===== src/rtl/core/psg_pkg.sv =====
// Shared types and constants for the pulse and sawtooth tone generator.
package psg_pkg;

  localparam int unsigned ADDR_W     = 16;
  localparam int unsigned DATA_W     = 8;
  localparam int unsigned PERIOD_W   = 12;
  localparam int unsigned VOL_W      = 4;
  localparam int unsigned DUTY_W     = 4;
  localparam int unsigned PSTEP_W    = 4;
  localparam int unsigned PCNT_W     = 13;
  localparam int unsigned RATE_W     = 6;
  localparam int unsigned SSTEP_W    = 3;
  localparam int unsigned ACC_W      = 8;
  localparam int unsigned SAW_LVL_W  = 5;
  localparam int unsigned MIX_W      = 6;
  localparam int unsigned CFG_IDX_W  = 1;
  localparam int unsigned CFG_DATA_W = 12;

  // Saw counter runs (period + 1) << SAW_PERIOD_SHIFT ticks per step
  localparam int unsigned SAW_PERIOD_SHIFT = 1;
  localparam int unsigned SCNT_W           = PERIOD_W + SAW_PERIOD_SHIFT;

  localparam logic [SSTEP_W-1:0]  SAW_STEPS      = SSTEP_W'(7);
  localparam logic [PERIOD_W-1:0] MIN_PERIOD_RST = PERIOD_W'(4);

  // Item opcodes
  localparam logic OP_TICK  = 1'b0;
  localparam logic OP_WRITE = 1'b1;

  // Address decode: top nibble selects the channel, low two bits the register
  localparam logic [3:0] ADDR_PULSE_A = 4'h9;
  localparam logic [3:0] ADDR_PULSE_B = 4'hA;
  localparam logic [3:0] ADDR_SAW     = 4'hB;

  localparam logic [1:0] REG_CTRL    = 2'd0;
  localparam logic [1:0] REG_LO      = 2'd1;
  localparam logic [1:0] REG_HI      = 2'd2;
  localparam logic [1:0] REG_UNUSED  = 2'd3;

  // Configuration register indexes
  localparam logic [CFG_IDX_W-1:0] CFG_SWAP_ADDR  = CFG_IDX_W'(0);
  localparam logic [CFG_IDX_W-1:0] CFG_MIN_PERIOD = CFG_IDX_W'(1);

  // Per-channel command for one accepted item
  typedef struct packed {
    logic              tick;
    logic              wr;
    logic [1:0]        reg_sel;
    logic [DATA_W-1:0] data;
  } psg_cmd_t;

endpackage


===== src/rtl/core/psg_ifs.sv =====
// Valid/ready channel interfaces for items, results and configuration.
interface psg_in_if;
  import psg_pkg::*;
  logic                valid;
  logic                ready;
  logic                opcode;
  logic [ADDR_W-1:0]   address;
  logic [DATA_W-1:0]   write_data;
  modport source (output valid, opcode, address, write_data, input ready);
  modport sink   (input valid, opcode, address, write_data, output ready);
endinterface

interface psg_out_if;
  import psg_pkg::*;
  logic                 valid;
  logic                 ready;
  logic [VOL_W-1:0]     pulse_level_a;
  logic [VOL_W-1:0]     pulse_level_b;
  logic [SAW_LVL_W-1:0] saw_level;
  logic [MIX_W-1:0]     mixed_level;
  modport source (output valid, pulse_level_a, pulse_level_b, saw_level, mixed_level,
                  input ready);
  modport sink   (input valid, pulse_level_a, pulse_level_b, saw_level, mixed_level,
                  output ready);
endinterface

interface psg_cfg_if;
  import psg_pkg::*;
  logic                  valid;
  logic                  ready;
  logic [CFG_IDX_W-1:0]  index;
  logic [CFG_DATA_W-1:0] data;
  modport source (output valid, index, data, input ready);
  modport sink   (input valid, index, data, output ready);
endinterface


===== src/rtl/core/pulse_saw_sound_generator.sv =====
// Top level: input register, address decode, channels, mixer and result register.
//
//  channel | dir | payload                                           | transfer
//  in_i    | in  | opcode, address[15:0], write_data[7:0]            | valid & ready
//  out_o   | out | pulse_level_a/b[3:0], saw_level[4:0], mixed[5:0]  | valid & ready
//  cfg_i   | in  | index[0], data[11:0]                              | valid & ready
//
// An input transfer loads the input register; the channel state update and
// level compute then load the result register, which offers the result.
// One item per cycle sustained while the result is not stalled; each channel
// updates its state once per item. Reset returns channel state and config
// registers to defaults.
// A stalled result holds the input register, which drops ready only when full.
module pulse_saw_sound_generator
  import psg_pkg::*;
(
  input  logic          clk_i,
  input  logic          rst_ni,
  psg_in_if.sink        in_i,
  psg_out_if.source     out_o,
  psg_cfg_if.sink       cfg_i
);

  logic                swap_q;
  logic [PERIOD_W-1:0] min_period_q;

  logic              s1_valid_q;
  logic              s1_opcode_q;
  logic [ADDR_W-1:0] s1_addr_q;
  logic [DATA_W-1:0] s1_data_q;
  logic              s1_adv;

  logic                 out_valid_q;
  logic [VOL_W-1:0]     lvl_a_q, lvl_b_q;
  logic [SAW_LVL_W-1:0] lvl_s_q;
  logic [MIX_W-1:0]     mix_q;

  logic [ADDR_W-1:0]    addr_w;
  logic                 wr_w, tick_w;
  psg_cmd_t             cmd_a, cmd_b, cmd_s;
  logic [VOL_W-1:0]     lvl_a_w, lvl_b_w;
  logic [SAW_LVL_W-1:0] lvl_s_w;

  assign cfg_i.ready = 1'b1;

  always_ff @(posedge clk_i or negedge rst_ni) begin
    if (!rst_ni) begin
      swap_q       <= 1'b0;
      min_period_q <= MIN_PERIOD_RST;
    end else if (cfg_i.valid) begin
      case (cfg_i.index)
        CFG_SWAP_ADDR:  swap_q <= cfg_i.data[0];
        CFG_MIN_PERIOD: min_period_q <= cfg_i.data;
        default: ;
      endcase
    end
  end

  // Input register
  assign s1_adv     = s1_valid_q && (!out_valid_q || out_o.ready);
  assign in_i.ready = !s1_valid_q || s1_adv;

  always_ff @(posedge clk_i or negedge rst_ni) begin
    if (!rst_ni) begin
      s1_valid_q <= 1'b0;
    end else if (in_i.ready) begin
      s1_valid_q <= in_i.valid;
    end
  end

  always_ff @(posedge clk_i) begin
    if (in_i.valid && in_i.ready) begin
      s1_opcode_q <= in_i.opcode;
      s1_addr_q   <= in_i.address;
      s1_data_q   <= in_i.write_data;
    end
  end

  // Decode
  assign addr_w = swap_q ? {s1_addr_q[ADDR_W-1:2], s1_addr_q[0], s1_addr_q[1]} : s1_addr_q;
  assign wr_w   = s1_adv && (s1_opcode_q == OP_WRITE) && (addr_w[1:0] != REG_UNUSED);
  assign tick_w = s1_adv && (s1_opcode_q == OP_TICK);

  always_comb begin
    cmd_a = '{tick: tick_w, wr: 1'b0, reg_sel: addr_w[1:0], data: s1_data_q};
    cmd_b = cmd_a;
    cmd_s = cmd_a;
    cmd_a.wr = wr_w && (addr_w[ADDR_W-1:ADDR_W-4] == ADDR_PULSE_A);
    cmd_b.wr = wr_w && (addr_w[ADDR_W-1:ADDR_W-4] == ADDR_PULSE_B);
    cmd_s.wr = wr_w && (addr_w[ADDR_W-1:ADDR_W-4] == ADDR_SAW);
  end

  psg_pulse_ch u_pulse_a (
    .clk_i       (clk_i),
    .rst_ni      (rst_ni),
    .cmd_i       (cmd_a),
    .min_period_i(min_period_q),
    .level_o     (lvl_a_w)
  );

  psg_pulse_ch u_pulse_b (
    .clk_i       (clk_i),
    .rst_ni      (rst_ni),
    .cmd_i       (cmd_b),
    .min_period_i(min_period_q),
    .level_o     (lvl_b_w)
  );

  psg_saw_ch u_saw (
    .clk_i       (clk_i),
    .rst_ni      (rst_ni),
    .cmd_i       (cmd_s),
    .min_period_i(min_period_q),
    .level_o     (lvl_s_w)
  );

  // Result register
  always_ff @(posedge clk_i or negedge rst_ni) begin
    if (!rst_ni) begin
      out_valid_q <= 1'b0;
    end else if (s1_adv) begin
      out_valid_q <= 1'b1;
    end else if (out_o.ready) begin
      out_valid_q <= 1'b0;
    end
  end

  always_ff @(posedge clk_i) begin
    if (s1_adv) begin
      lvl_a_q <= lvl_a_w;
      lvl_b_q <= lvl_b_w;
      lvl_s_q <= lvl_s_w;
      mix_q   <= MIX_W'(lvl_a_w) + MIX_W'(lvl_b_w) + MIX_W'(lvl_s_w);
    end
  end

  assign out_o.valid         = out_valid_q;
  assign out_o.pulse_level_a = lvl_a_q;
  assign out_o.pulse_level_b = lvl_b_q;
  assign out_o.saw_level     = lvl_s_q;
  assign out_o.mixed_level   = mix_q;

  a_mix_sum: assert property (@(posedge clk_i) disable iff (!rst_ni)
    out_valid_q |-> (mix_q == MIX_W'(lvl_a_q) + MIX_W'(lvl_b_q) + MIX_W'(lvl_s_q)))
    else $error("mixed level is not the sum of the channel levels");

  a_ready_full: assert property (@(posedge clk_i) disable iff (!rst_ni)
    !in_i.ready |-> (s1_valid_q && out_valid_q && !out_o.ready))
    else $error("input stalled without a full pipeline");

  a_stage_hold: assert property (@(posedge clk_i) disable iff (!rst_ni)
    (s1_valid_q && !s1_adv) |=> (s1_valid_q && $stable(s1_addr_q) && $stable(s1_data_q)
                                 && $stable(s1_opcode_q)))
    else $error("input register changed while stalled");

  a_one_cmd: assert property (@(posedge clk_i) disable iff (!rst_ni)
    $onehot0({cmd_a.wr, cmd_b.wr, cmd_s.wr, tick_w}))
    else $error("item drove more than one channel command");

endmodule


===== src/rtl/core/psg_pulse_ch.sv =====
// One pulse channel: registers, countdown, 16-step sequence and level.
module psg_pulse_ch
  import psg_pkg::*;
(
  input  logic                clk_i,
  input  logic                rst_ni,
  input  psg_cmd_t            cmd_i,
  input  logic [PERIOD_W-1:0] min_period_i,
  output logic [VOL_W-1:0]    level_o
);

  logic [VOL_W-1:0]    volume_q, volume_d;
  logic [DUTY_W-1:0]   duty_q, duty_d;
  logic                digital_q, digital_d;
  logic [PERIOD_W-1:0] period_q, period_d;
  logic                enable_q, enable_d;
  logic [PCNT_W-1:0]   count_q, count_d;
  logic [PSTEP_W-1:0]  step_q, step_d;
  logic                active_q_w, active_d_w;

  assign active_q_w = (volume_q != '0) && enable_q && !digital_q && (period_q >= min_period_i);
  assign active_d_w = (volume_d != '0) && enable_d && !digital_d && (period_d >= min_period_i);

  always_comb begin
    volume_d  = volume_q;
    duty_d    = duty_q;
    digital_d = digital_q;
    period_d  = period_q;
    enable_d  = enable_q;
    count_d   = count_q;
    step_d    = step_q;
    if (cmd_i.wr) begin
      case (cmd_i.reg_sel)
        REG_CTRL: begin
          volume_d  = cmd_i.data[3:0];
          duty_d    = DUTY_W'(cmd_i.data[6:4]) + DUTY_W'(1);
          digital_d = cmd_i.data[7];
        end
        REG_LO: period_d = {period_q[PERIOD_W-1:8], cmd_i.data};
        REG_HI: begin
          period_d = {cmd_i.data[3:0], period_q[7:0]};
          enable_d = cmd_i.data[7];
        end
        default: ;
      endcase
    end else if (cmd_i.tick && active_q_w) begin
      if (count_q == '0) begin
        count_d = PCNT_W'(period_q);
        step_d  = step_q + PSTEP_W'(1);
      end else begin
        count_d = count_q - PCNT_W'(1);
      end
    end
  end

  // Level reflects the state after this item
  assign level_o = (active_d_w && (step_d < duty_d)) ? volume_d : '0;

  always_ff @(posedge clk_i or negedge rst_ni) begin
    if (!rst_ni) begin
      volume_q  <= '0;
      duty_q    <= DUTY_W'(1);
      digital_q <= 1'b0;
      period_q  <= PERIOD_W'(1);
      enable_q  <= 1'b0;
      count_q   <= '0;
      step_q    <= '0;
    end else begin
      volume_q  <= volume_d;
      duty_q    <= duty_d;
      digital_q <= digital_d;
      period_q  <= period_d;
      enable_q  <= enable_d;
      count_q   <= count_d;
      step_q    <= step_d;
    end
  end

endmodule


===== src/rtl/core/psg_saw_ch.sv =====
// Sawtooth channel: registers, doubled countdown, 7-step accumulator.
module psg_saw_ch
  import psg_pkg::*;
(
  input  logic                 clk_i,
  input  logic                 rst_ni,
  input  psg_cmd_t             cmd_i,
  input  logic [PERIOD_W-1:0]  min_period_i,
  output logic [SAW_LVL_W-1:0] level_o
);

  logic [RATE_W-1:0]   rate_q, rate_d;
  logic [PERIOD_W-1:0] period_q, period_d;
  logic                enable_q, enable_d;
  logic [SCNT_W-1:0]   count_q, count_d;
  logic [SSTEP_W-1:0]  step_q, step_d;
  logic [ACC_W-1:0]    acc_q, acc_d;
  logic [SSTEP_W-1:0]  step_inc;
  logic [SCNT_W:0]     reload_w;
  logic                active_q_w, active_d_w;

  assign active_q_w = enable_q && (rate_q != '0) && (period_q >= min_period_i);
  assign active_d_w = enable_d && (rate_d != '0) && (period_d >= min_period_i);

  assign step_inc = step_q + SSTEP_W'(1);
  // (period + 1) << shift, one bit wider to hold the shifted sum; one is taken off at reload
  assign reload_w = ((SCNT_W+1)'(period_q) + (SCNT_W+1)'(1)) << SAW_PERIOD_SHIFT;

  always_comb begin
    rate_d   = rate_q;
    period_d = period_q;
    enable_d = enable_q;
    count_d  = count_q;
    step_d   = step_q;
    acc_d    = acc_q;
    if (cmd_i.wr) begin
      case (cmd_i.reg_sel)
        REG_CTRL: rate_d = cmd_i.data[RATE_W-1:0];
        REG_LO:   period_d = {period_q[PERIOD_W-1:8], cmd_i.data};
        REG_HI: begin
          period_d = {cmd_i.data[3:0], period_q[7:0]};
          enable_d = cmd_i.data[7];
        end
        default: ;
      endcase
    end else if (cmd_i.tick && active_q_w) begin
      if (count_q == '0) begin
        count_d = SCNT_W'(reload_w - (SCNT_W+1)'(1));
        if (step_inc >= SAW_STEPS) begin
          step_d = '0;
          acc_d  = ACC_W'(rate_q);
        end else begin
          step_d = step_inc;
          acc_d  = acc_q + ACC_W'(rate_q);
        end
      end else begin
        count_d = count_q - SCNT_W'(1);
      end
    end
  end

  assign level_o = active_d_w ? acc_d[ACC_W-1:ACC_W-SAW_LVL_W] : '0;

  always_ff @(posedge clk_i or negedge rst_ni) begin
    if (!rst_ni) begin
      rate_q   <= '0;
      period_q <= PERIOD_W'(1);
      enable_q <= 1'b0;
      count_q  <= '0;
      step_q   <= '0;
      acc_q    <= '0;
    end else begin
      rate_q   <= rate_d;
      period_q <= period_d;
      enable_q <= enable_d;
      count_q  <= count_d;
      step_q   <= step_d;
      acc_q    <= acc_d;
    end
  end

endmodule


===== src/flat_wrapper.sv =====
// flat-port wrapper written by rule: the top's interface ports become plain ports
module pulse_saw_sound_generator_flat import psg_pkg::*;
  (clk_i, rst_ni, in_i_valid, in_i_opcode, in_i_address, in_i_write_data, in_i_ready, out_o_valid, out_o_pulse_level_a, out_o_pulse_level_b, out_o_saw_level, out_o_mixed_level, out_o_ready, cfg_i_valid, cfg_i_index, cfg_i_data, cfg_i_ready);
  psg_in_if in_i_i ();
  psg_out_if out_o_i ();
  psg_cfg_if cfg_i_i ();
  input  logic clk_i;
  input  logic rst_ni;
  input wire logic [$bits(in_i_i.valid)-1:0] in_i_valid;
  input wire logic [$bits(in_i_i.opcode)-1:0] in_i_opcode;
  input wire logic [$bits(in_i_i.address)-1:0] in_i_address;
  input wire logic [$bits(in_i_i.write_data)-1:0] in_i_write_data;
  output wire logic [$bits(in_i_i.ready)-1:0] in_i_ready;
  output wire logic [$bits(out_o_i.valid)-1:0] out_o_valid;
  output wire logic [$bits(out_o_i.pulse_level_a)-1:0] out_o_pulse_level_a;
  output wire logic [$bits(out_o_i.pulse_level_b)-1:0] out_o_pulse_level_b;
  output wire logic [$bits(out_o_i.saw_level)-1:0] out_o_saw_level;
  output wire logic [$bits(out_o_i.mixed_level)-1:0] out_o_mixed_level;
  input wire logic [$bits(out_o_i.ready)-1:0] out_o_ready;
  input wire logic [$bits(cfg_i_i.valid)-1:0] cfg_i_valid;
  input wire logic [$bits(cfg_i_i.index)-1:0] cfg_i_index;
  input wire logic [$bits(cfg_i_i.data)-1:0] cfg_i_data;
  output wire logic [$bits(cfg_i_i.ready)-1:0] cfg_i_ready;
  assign in_i_i.valid = in_i_valid;
  assign in_i_i.opcode = in_i_opcode;
  assign in_i_i.address = in_i_address;
  assign in_i_i.write_data = in_i_write_data;
  assign in_i_ready = in_i_i.ready;
  assign out_o_valid = out_o_i.valid;
  assign out_o_pulse_level_a = out_o_i.pulse_level_a;
  assign out_o_pulse_level_b = out_o_i.pulse_level_b;
  assign out_o_saw_level = out_o_i.saw_level;
  assign out_o_mixed_level = out_o_i.mixed_level;
  assign out_o_i.ready = out_o_ready;
  assign cfg_i_i.valid = cfg_i_valid;
  assign cfg_i_i.index = cfg_i_index;
  assign cfg_i_i.data = cfg_i_data;
  assign cfg_i_ready = cfg_i_i.ready;
  pulse_saw_sound_generator u_core (.clk_i(clk_i), .rst_ni(rst_ni), .in_i(in_i_i), .out_o(out_o_i), .cfg_i(cfg_i_i));
endmodule

===== config.mk =====
export PLATFORM = sky130hd
export DESIGN_NAME = pulse_saw_sound_generator_flat
export DESIGN_NICKNAME = d
export VERILOG_FILES = /design/src/rtl/core/psg_pkg.sv /design/src/rtl/core/psg_ifs.sv /design/src/rtl/core/pulse_saw_sound_generator.sv /design/src/rtl/core/psg_pulse_ch.sv /design/src/rtl/core/psg_saw_ch.sv /design/src/flat_wrapper.sv
export SDC_FILE = /design/constraint.sdc
export NUM_CORES = 1
export LEC_CHECK = 0
export BUFFER_PORTS_ARGS = -buffer_cell sky130_fd_sc_hd__buf_4
export CORE_MARGIN = 5
export CORE_UTILIZATION = 60
export DETAILED_ROUTE_END_ITERATION = 10
export PLACE_DENSITY = 0.79
export SLEW_MARGIN = 20
export SYNTH_ARGS = -nofsm -noshare
export SYNTH_HDL_FRONTEND = slang
export SYNTH_SLANG_ARGS = --single-unit
export TNS_END_PERCENT = 10

===== constraint.sdc =====
create_clock -name clk_i -period 7.55 [get_ports clk_i]
set_clock_uncertainty 0.2 [all_clocks]
set_input_delay 1.1325 -clock clk_i [delete_from_list [all_inputs] [get_ports clk_i]]
set_output_delay 1.1325 -clock clk_i [all_outputs]
set_load 0.005 [all_outputs]

; Word level (Yosys, flattened, before mapping)
; Index checks and enable logic that the tools add are counted.
[word_totals]
output_inout_bits = 22
in_bits = 43
elab_cells = 164
register_bits = 180
[op_classes]
muxes = 46
eq_ne = 6
magnitude_cmp = 9
reduce_logical = 54
n_addsub = 12
n_bitwise = 5
[op_table]
columns = cell, n
row1 = $ge 12x12->1, 6
row2 = $pmux 12 s2, 3
row3 = $mux 4, 16
row4 = $sub 13x1->13 const B, 4
row5 = $logic_not 13->1, 3
row6 = $mux 13, 3
row7 = $mux 12, 3
row8 = $mux 8, 4
row9 = $logic_and 1x1->1, 29
row10 = $reduce_bool 4->1, 4
row11 = $add 12x1->12 const B, 1
row12 = $eq 4x4->1 const B, 3
row13 = $mux 1, 12
row14 = $mux 6, 2
row15 = $reduce_bool 6->1, 2
row16 = $reduce_and 2->1, 5
row17 = $add 4x1->4 const B, 2
row18 = $add 8x6->8, 1
row19 = $lt 4x4->1, 2
row20 = $add 6x5->6, 1
row21 = $logic_not 1->1, 6
row22 = $add 4x4->5, 1
row23 = $mux 5, 1
row24 = $not 1->1, 5
row25 = other kinds (12), 13

; Longest topological paths before layout
[depth]
word_depth = 15
depth_mapped = 24
depth_no_buf = 23

; By module
; From an unflattened synthesis, not the netlist that was laid out.
[hier_totals]
hier_cells = 1020
area_unflattened_um2 = 10488.8
[by_module_without_submodules]
columns = module, area_each_um2, seq_area_each_um2, n_inst, cells_each
row1 = psg_pulse_ch, 2586.2, 978.4, 2, 268
row2 = psg_saw_ch, 3377.0, 1077.3, 1, 381
row3 = pulse_saw_sound_generator, 1939.4, 1397.6, 1, 103

; Worst setup path before layout
; Ideal clock, no wire load.
[synth_timing]
path_kind = input to register
start = input out_o_ready
end = register u_core.mix_q[5] (netlist: u_core.out_o.mixed_level[5]), data pin
setup_ns = 0.257
slack_ns = 0.939
stages = 22
arrival_time_ns = 6.154
path_buffers = 1
required_time_ns = 7.093
path_cell_list = nor2b_1 nor2_1 nand3_1 or3_1 clkbuf_1 a32oi_1 ha_1 nand2b_1 a21o_1 a211oi_1 o211ai_1 a31oi_1 nor4b_1 a21boi_0 ha_1 fa_1 ha_1 a21o_1 a21oi_1 nor2b_1 o21ai_0 nand2b_1
[synth_between]
elab_chain_len = 14
word_cells_on_any_way = 55
classes_between = 2 x add/sub / 5 x order compare / 22 x mux / 26 x reduce/logical
[synth_rtl]
columns = item, line
row1 = start: declaration, flat_wrapper.sv:19  ; input wire logic [$bits(out_o_i.ready)-1:0] out_o_ready;
row2 = $logic_or 1x1->1 (*), pulse_saw_sound_generator.sv:60  ; assign s1_adv = s1_valid_q && (!out_valid_q || out_o.ready);
row3 = $logic_and 1x1->1 (*), pulse_saw_sound_generator.sv:60
row4 = via u_core.s1_adv, pulse_saw_sound_generator.sv:31  ; logic s1_adv;
row5 = branches (longest 9 deep; another with $ge 12x12->1), --
row6 = $mux 4 (*), psg_pulse_ch.sv:57  ; assign level_o = (active_d_w && (step_d < duty_d)) ? volume_d : '0;
row7 = via u_core.lvl_a_w[0], pulse_saw_sound_generator.sv:41  ; logic [VOL_W-1:0] lvl_a_w, lvl_b_w;
row8 = $add 4x4->5 (*), pulse_saw_sound_generator.sv:133  ; mix_q <= MIX_W'(lvl_a_w) + MIX_W'(lvl_b_w) + MIX_W'(lvl_s_w);
row9 = $add 6x5->6 (*), pulse_saw_sound_generator.sv:133
row10 = end signal: assignment, pulse_saw_sound_generator.sv:133
row11 = end: declaration, pulse_saw_sound_generator.sv:36  ; logic [MIX_W-1:0] mix_q;
; Mark *: on every way through the listed nets, which the timed path passes.
; A chain may end at the register's enable or synchronous reset.

; Worst setup path in the final report
[layout_timing]
start = register u_core.swap_q
end = register u_core.mix_q[5] (netlist: u_core.out_o.mixed_level[5]), data pin
[layout_between]
elab_chain_len = 13
word_cells_on_any_way = 63
classes_between = 2 x add/sub / 5 x order compare / 3 x eq/ne / 33 x mux / 20 x reduce/logical
[layout_rtl]
columns = item, line
row1 = start: declaration, pulse_saw_sound_generator.sv:24  ; logic swap_q;
row2 = start signal: assignment, pulse_saw_sound_generator.sv:52  ; CFG_SWAP_ADDR: swap_q <= cfg_i.data[0];
row3 = $mux 2 (*), pulse_saw_sound_generator.sv:80  ; assign addr_w = swap_q ? {s1_addr_q[ADDR_W-1:2], s1_addr_q[0], s1_addr_q[1]} : s1_addr_q;
row4 = branches (longest 9 deep; another with $ge 12x12->1), --
row5 = $mux 4 (*), psg_pulse_ch.sv:57
row6 = via u_core.lvl_a_w[0], pulse_saw_sound_generator.sv:41
row7 = $add 4x4->5 (*), pulse_saw_sound_generator.sv:133
row8 = $add 6x5->6 (*), pulse_saw_sound_generator.sv:133
; Marked as above.

==> summary.md <==
| Metric | Value |
|---|---|
| Worst hold path class | flip-flop to flip-flop |
| Slowest cell on the critical path | sky130_fd_sc_hd__or3_1 |
| Arr. time, crit path | 6.65 ns |
| Maximum clock insertion buffer count | 2 |
| Global-route usage over all layers | 24.9% |
| Hold EP | u_core.u_pulse_b.step_q[3]$_DFF_PN0_ |
| Initial standard-cell utilization of the core | 61.3% |
| Final hold slack | 0.287 ns |
| Count of hold-fix buffers inserted at cts | 0 |
| Cell area power density | 198 nW/µm² |
| Worst r2r dst | u_core.out_o.mixed_level[5]$_DFFE_PN_ |
| Part of the Yosys area used for sequential elements | 43.6% |
| Share of cells above drive strength 1 | 14.4% |
| # Max-Cap Violations | 0 |
| Hold Path Cell Cnt | 1 |
| Crit Path Category | flip-flop to flip-flop |
| Area Overhead vs Synth | 11.8% |
| TritonCTS clock tree | built |
| Summed instance area of the synthesized netlist | 10200 µm² |
| Cell types with the largest area share after synthesis | sky130_fd_sc_hd__dfrtp_1 (32%), sky130_fd_sc_hd__ha_1 (13%), sky130_fd_sc_hd__edfxtp_1 (10%), sky130_fd_sc_hd__mux2_2 (4.3%), sky130_fd_sc_hd__a21oi_1 (3.5%) |
| Sum of negative setup slack | 0 ns |
| Critical Path Max Stage Delay | 0.62 ns |
| Clock input transition at the sequential cells of the worst setup and hold paths | 0.07 ns |
| CORE AREA | 16600 µm² |
| Cts bufs inserted | 17 |
| Count of mapped cells out of synthesis | 981 |
| Critical Path Most Common Cell | sky130_fd_sc_hd__ha_1 |
| Start point of the worst min-delay path | u_core.u_pulse_b.step_q[3]$_DFF_PN0_ |
| Final slew viol count | 0 |
| Most frequently used cell type in the post-synthesis netlist | sky130_fd_sc_hd__dfrtp_1 |
| Post-detail-place hpwl | 17.0 mm |
| DRC violation count after routing | 0 |
| Global-route congestion overflow total | 0 |
| Worst Tran Pin Value | 0.903 ns |
| Number of global-route vias before repair | 7746 |
| Post-CTS setup-driven buffer insertion count | 0 |
| Synthesized netlist net count | 1132 |
| Latest clock arrival within the worst-skew pair | 0.43 ns |
| Count of nets after finishing | 1174 |
| Wire length after detailed routing | 24.2 mm |
| Number of nets with antenna violations after detailed routing | 0 |
| Root Buffer | sky130_fd_sc_hd__clkbuf_16 |
| Fmax | 150 MHz |
| Hold Vio Cnt, Final | 0 |
| Final Wtd Congestion | 0.887 |
| Detailed-route via count | 7865 |
| Launching point of the worst reg2reg path | u_core.swap_q$_DFFE_PN0P_ |
| Minimum period implied by the final worst setup slack | 6.66 ns |
| Number of flops mapped to enable cells by yosys | 34 |
| Vias/cell | 6.26 |
| Height of the die | 140 µm |
| Cts repair resizes | 0 |
| Most common flop cell mapped by yosys | sky130_fd_sc_hd__dfrtp_1 |
| Peak ir drop on the vdd network | 0.168 mV |
| Post-synth top area share | 32.0% |
| Headroom to the max-slew limit | 39.6% |
| 1st-pass router iterations | 5 |
| Setup-failing EPs final | 0 |
| Unrepaired setup endpoints after global routing | false |
| Proportion of register bits with asynchronous set or reset after synthesis | 80.0% |
| WP data required | 7.54 ns |
| Nature of the critical path endpoint | flip-flop |
| Width of the chip | 140 µm |
| Routed wirelength normalized by instance count | 19.3 µm |
| Total stage count of the critical path | 23 |
| P_leak | 5.51 nW |
| Pin count of the biggest net entering global routing | 81 |
| DRT iter0 DRCs | 571 |
| Share of the clock period used by the worst path | 88.2% |
| Filler cells | 1265 |
| Status | finished, final reports clean |
| Cell-by-cell listing of the critical path | mux2i_1 -> inv_1 -> ha_1 -> a21oi_1 -> nand3_1 -> or3_1 -> a32oi_1 -> ha_1 -> nand2b_1 -> a21o_1 -> a211oi_1 -> o211ai_1 -> a31oi_1 -> nor4b_1 -> a21boi_0 -> ha_1 -> fa_1 -> ha_1 -> a21o_1 -> a21oi_1 -> nor2b_1 -> o21ai_0 -> nand2b_1 |
| Wire length of the first global-routing pass | 39.4 mm |
| Total inserted antenna cells | 0 |
| CTS H-tree depth | 4 |
| Number of cells traversed by the worst register-to-register path | 23 |
| Cell type with the largest total area after synthesis | sky130_fd_sc_hd__dfrtp_1 |
| Mapped Avg Cell Area | 10.4 µm² |
| Kind of start point of the critical path | flip-flop |
| Clock sink total | 170 |
| Top delay family on crit path | compound AO/OA/AOI/OAI gates |
| Maximum fanout along the worst path | 9 |
| Flip-flop and latch count after synthesis | 170 |
| Total number of placement rows | 47 |
| Top cell types by occurrence after synthesis | sky130_fd_sc_hd__dfrtp_1 (130), sky130_fd_sc_hd__ha_1 (105), sky130_fd_sc_hd__a21oi_1 (71) |
| Number of antenna violations at the first check in global routing | 0 |
| Number of I/O port buffers | 53 |
| Die Footprint | 19600 µm² |
| Unique masters post-synth | 71 |
| FF-to-FF setup slack | 0.89 ns |
| Warning count from the yosys run | 0 |
| CP Buf/Inv Count | 1 |
| Number of placed I/O pins | 65 |
-- final cells by class --
type / instances / area (µm²) / share of cell area, %
Sequential cell: 170 / 4430 / 39.0
Inverter: 54 / 203 / 1.78
Tap cell: 220 / 275 / 2.42
Clock inverter: 14 / 181 / 1.60
Timing Repair Buffer: 62 / 469 / 4.13
Multi-Input combinational cell: 718 / 5370 / 47.3
Clock buffer: 18 / 429 / 3.78
-- logic make-up after synthesis --
family                     Yosys count  share of synthesized area [%]
adders and majority gates          108                           13.5
xor gates and xnor gates            27                           2.33
buffers and inverters               93                           3.52
muxes                               55                           5.90
DFF                                170                           43.6
AOI/OAI and AO/OA                  257                           17.0
other                                1                         0.0369
and+or+nand+nor                    270                           14.1
-- state kept, by name, summed over array words and instances, names as in the netlist, 5 cells and up --
signal                     flops
u_core.out_o.mixed_level       6
u_core.u_saw.period_q         12
u_core.u_pulse_b.count_q      13
u_core.u_pulse_a.count_q      13
u_core.min_period_q           12
u_core.out_o.saw_level         5
u_core.u_pulse_a.period_q     12
u_core.s1_data_q               8
u_core.u_saw.count_q          13
u_core.u_saw.rate_q            6
u_core.u_pulse_b.period_q     12
u_core.s1_addr_q               6
u_core.u_saw.acc_q             8
-- cells in the final DEF, fill, tap and decap left out, types with 10 or more instances in the layout --
master                      Yosys  layout
sky130_fd_sc_hd__o21ai_0       48      47
sky130_fd_sc_hd__clkbuf_16      0      17
sky130_fd_sc_hd__nor4_1        10      10
sky130_fd_sc_hd__o211ai_1      10      10
sky130_fd_sc_hd__nor2b_1       14      14
sky130_fd_sc_hd__nor2_1        61      61
sky130_fd_sc_hd__dfrtp_1      130     130
sky130_fd_sc_hd__a21o_1        25      25
sky130_fd_sc_hd__nand4_1       13      13
sky130_fd_sc_hd__or3_1         15      15
sky130_fd_sc_hd__a32o_1        34      34
sky130_fd_sc_hd__mux2_2        39      39
sky130_fd_sc_hd__a21oi_1       71      71
sky130_fd_sc_hd__nand3_1       27      27
sky130_fd_sc_hd__nor3_1        22      22
sky130_fd_sc_hd__mux2i_1       16      16
sky130_fd_sc_hd__o21a_1        12      12
sky130_fd_sc_hd__buf_4          1      61
sky130_fd_sc_hd__inv_1         54      54
sky130_fd_sc_hd__nand2b_1      11      11
sky130_fd_sc_hd__ha_1         105     105
sky130_fd_sc_hd__nand2_1       51      51
sky130_fd_sc_hd__edfxtp_1      34      34
sky130_fd_sc_hd__xnor2_1       18      18
-- report_power, final --
part / switching [mW] / internal, mW / leakage, nW / total, mW
registers: 0.0465 / 0.985 / 2.11 / 1.03
clock network: 0.389 / 0.530 / 0.299 / 0.919
logic: 0.177 / 0.127 / 3.10 / 0.304
-- worst max-delay path by stage --
stage | startpoint | endpoint | slack [ns]
after floorplan | out_o_ready | u_core.out_o.mixed_level[5]$_DFFE_PN_ | 0.94
after global placement | out_o_ready | u_core.out_o.mixed_level[5]$_DFFE_PN_ | 1.08
after detailed placement | out_o_ready | u_core.out_o.mixed_level[5]$_DFFE_PN_ | 0.92
after CTS | u_core.swap_q$_DFFE_PN0P_ | u_core.out_o.mixed_level[5]$_DFFE_PN_ | 0.97
after global routing | u_core.swap_q$_DFFE_PN0P_ | u_core.out_o.mixed_level[5]$_DFFE_PN_ | 0.53
final | u_core.swap_q$_DFFE_PN0P_ | u_core.out_o.mixed_level[5]$_DFFE_PN_ | 0.89
-- per-stage QoR --
stage	cells	total power, mW	setup slack [ns]	cell area (µm²)	utilization [%]
4_1_cts	1256	2.26	0.970	11400	68.5
6_report	1256	2.25	0.888	11400	68.5
5_1_grt	1256	2.34	0.528	11400	68.5
3_5_place_dp	1224	1.34	0.919	10800	64.8
3_3_place_gp	1224	1.33	1.08	10800	64.8
2_1_floorplan	981	1.22	0.939	10200	-
-- routing by layer --
metal,share of wire (%),up-vias,track usage (%)
met5,0,-,0
met1,44,3831,33.0
met2,49,245,41.8
met4,2.8,0,8.62
li1,-,3739,-
met3,4.7,50,4.06
-- worst register-to-register path, delay by kind of cell (launching register included) --
| family | cells | cell delay [ns] |
|---|---|---|
| buffers and inverters | 1 | 0.09 |
| adder cells (fa/ha/maj) | 5 | 1.65 |
| AND/OR/NAND/NOR | 6 | 1.40 |
| AO/OA/AOI/OAI | 10 | 2.33 |
| flip-flops | 1 | 0.47 |
| multiplexers | 1 | 0.30 |
Note: power is estimated with default switching activity, not from simulation.
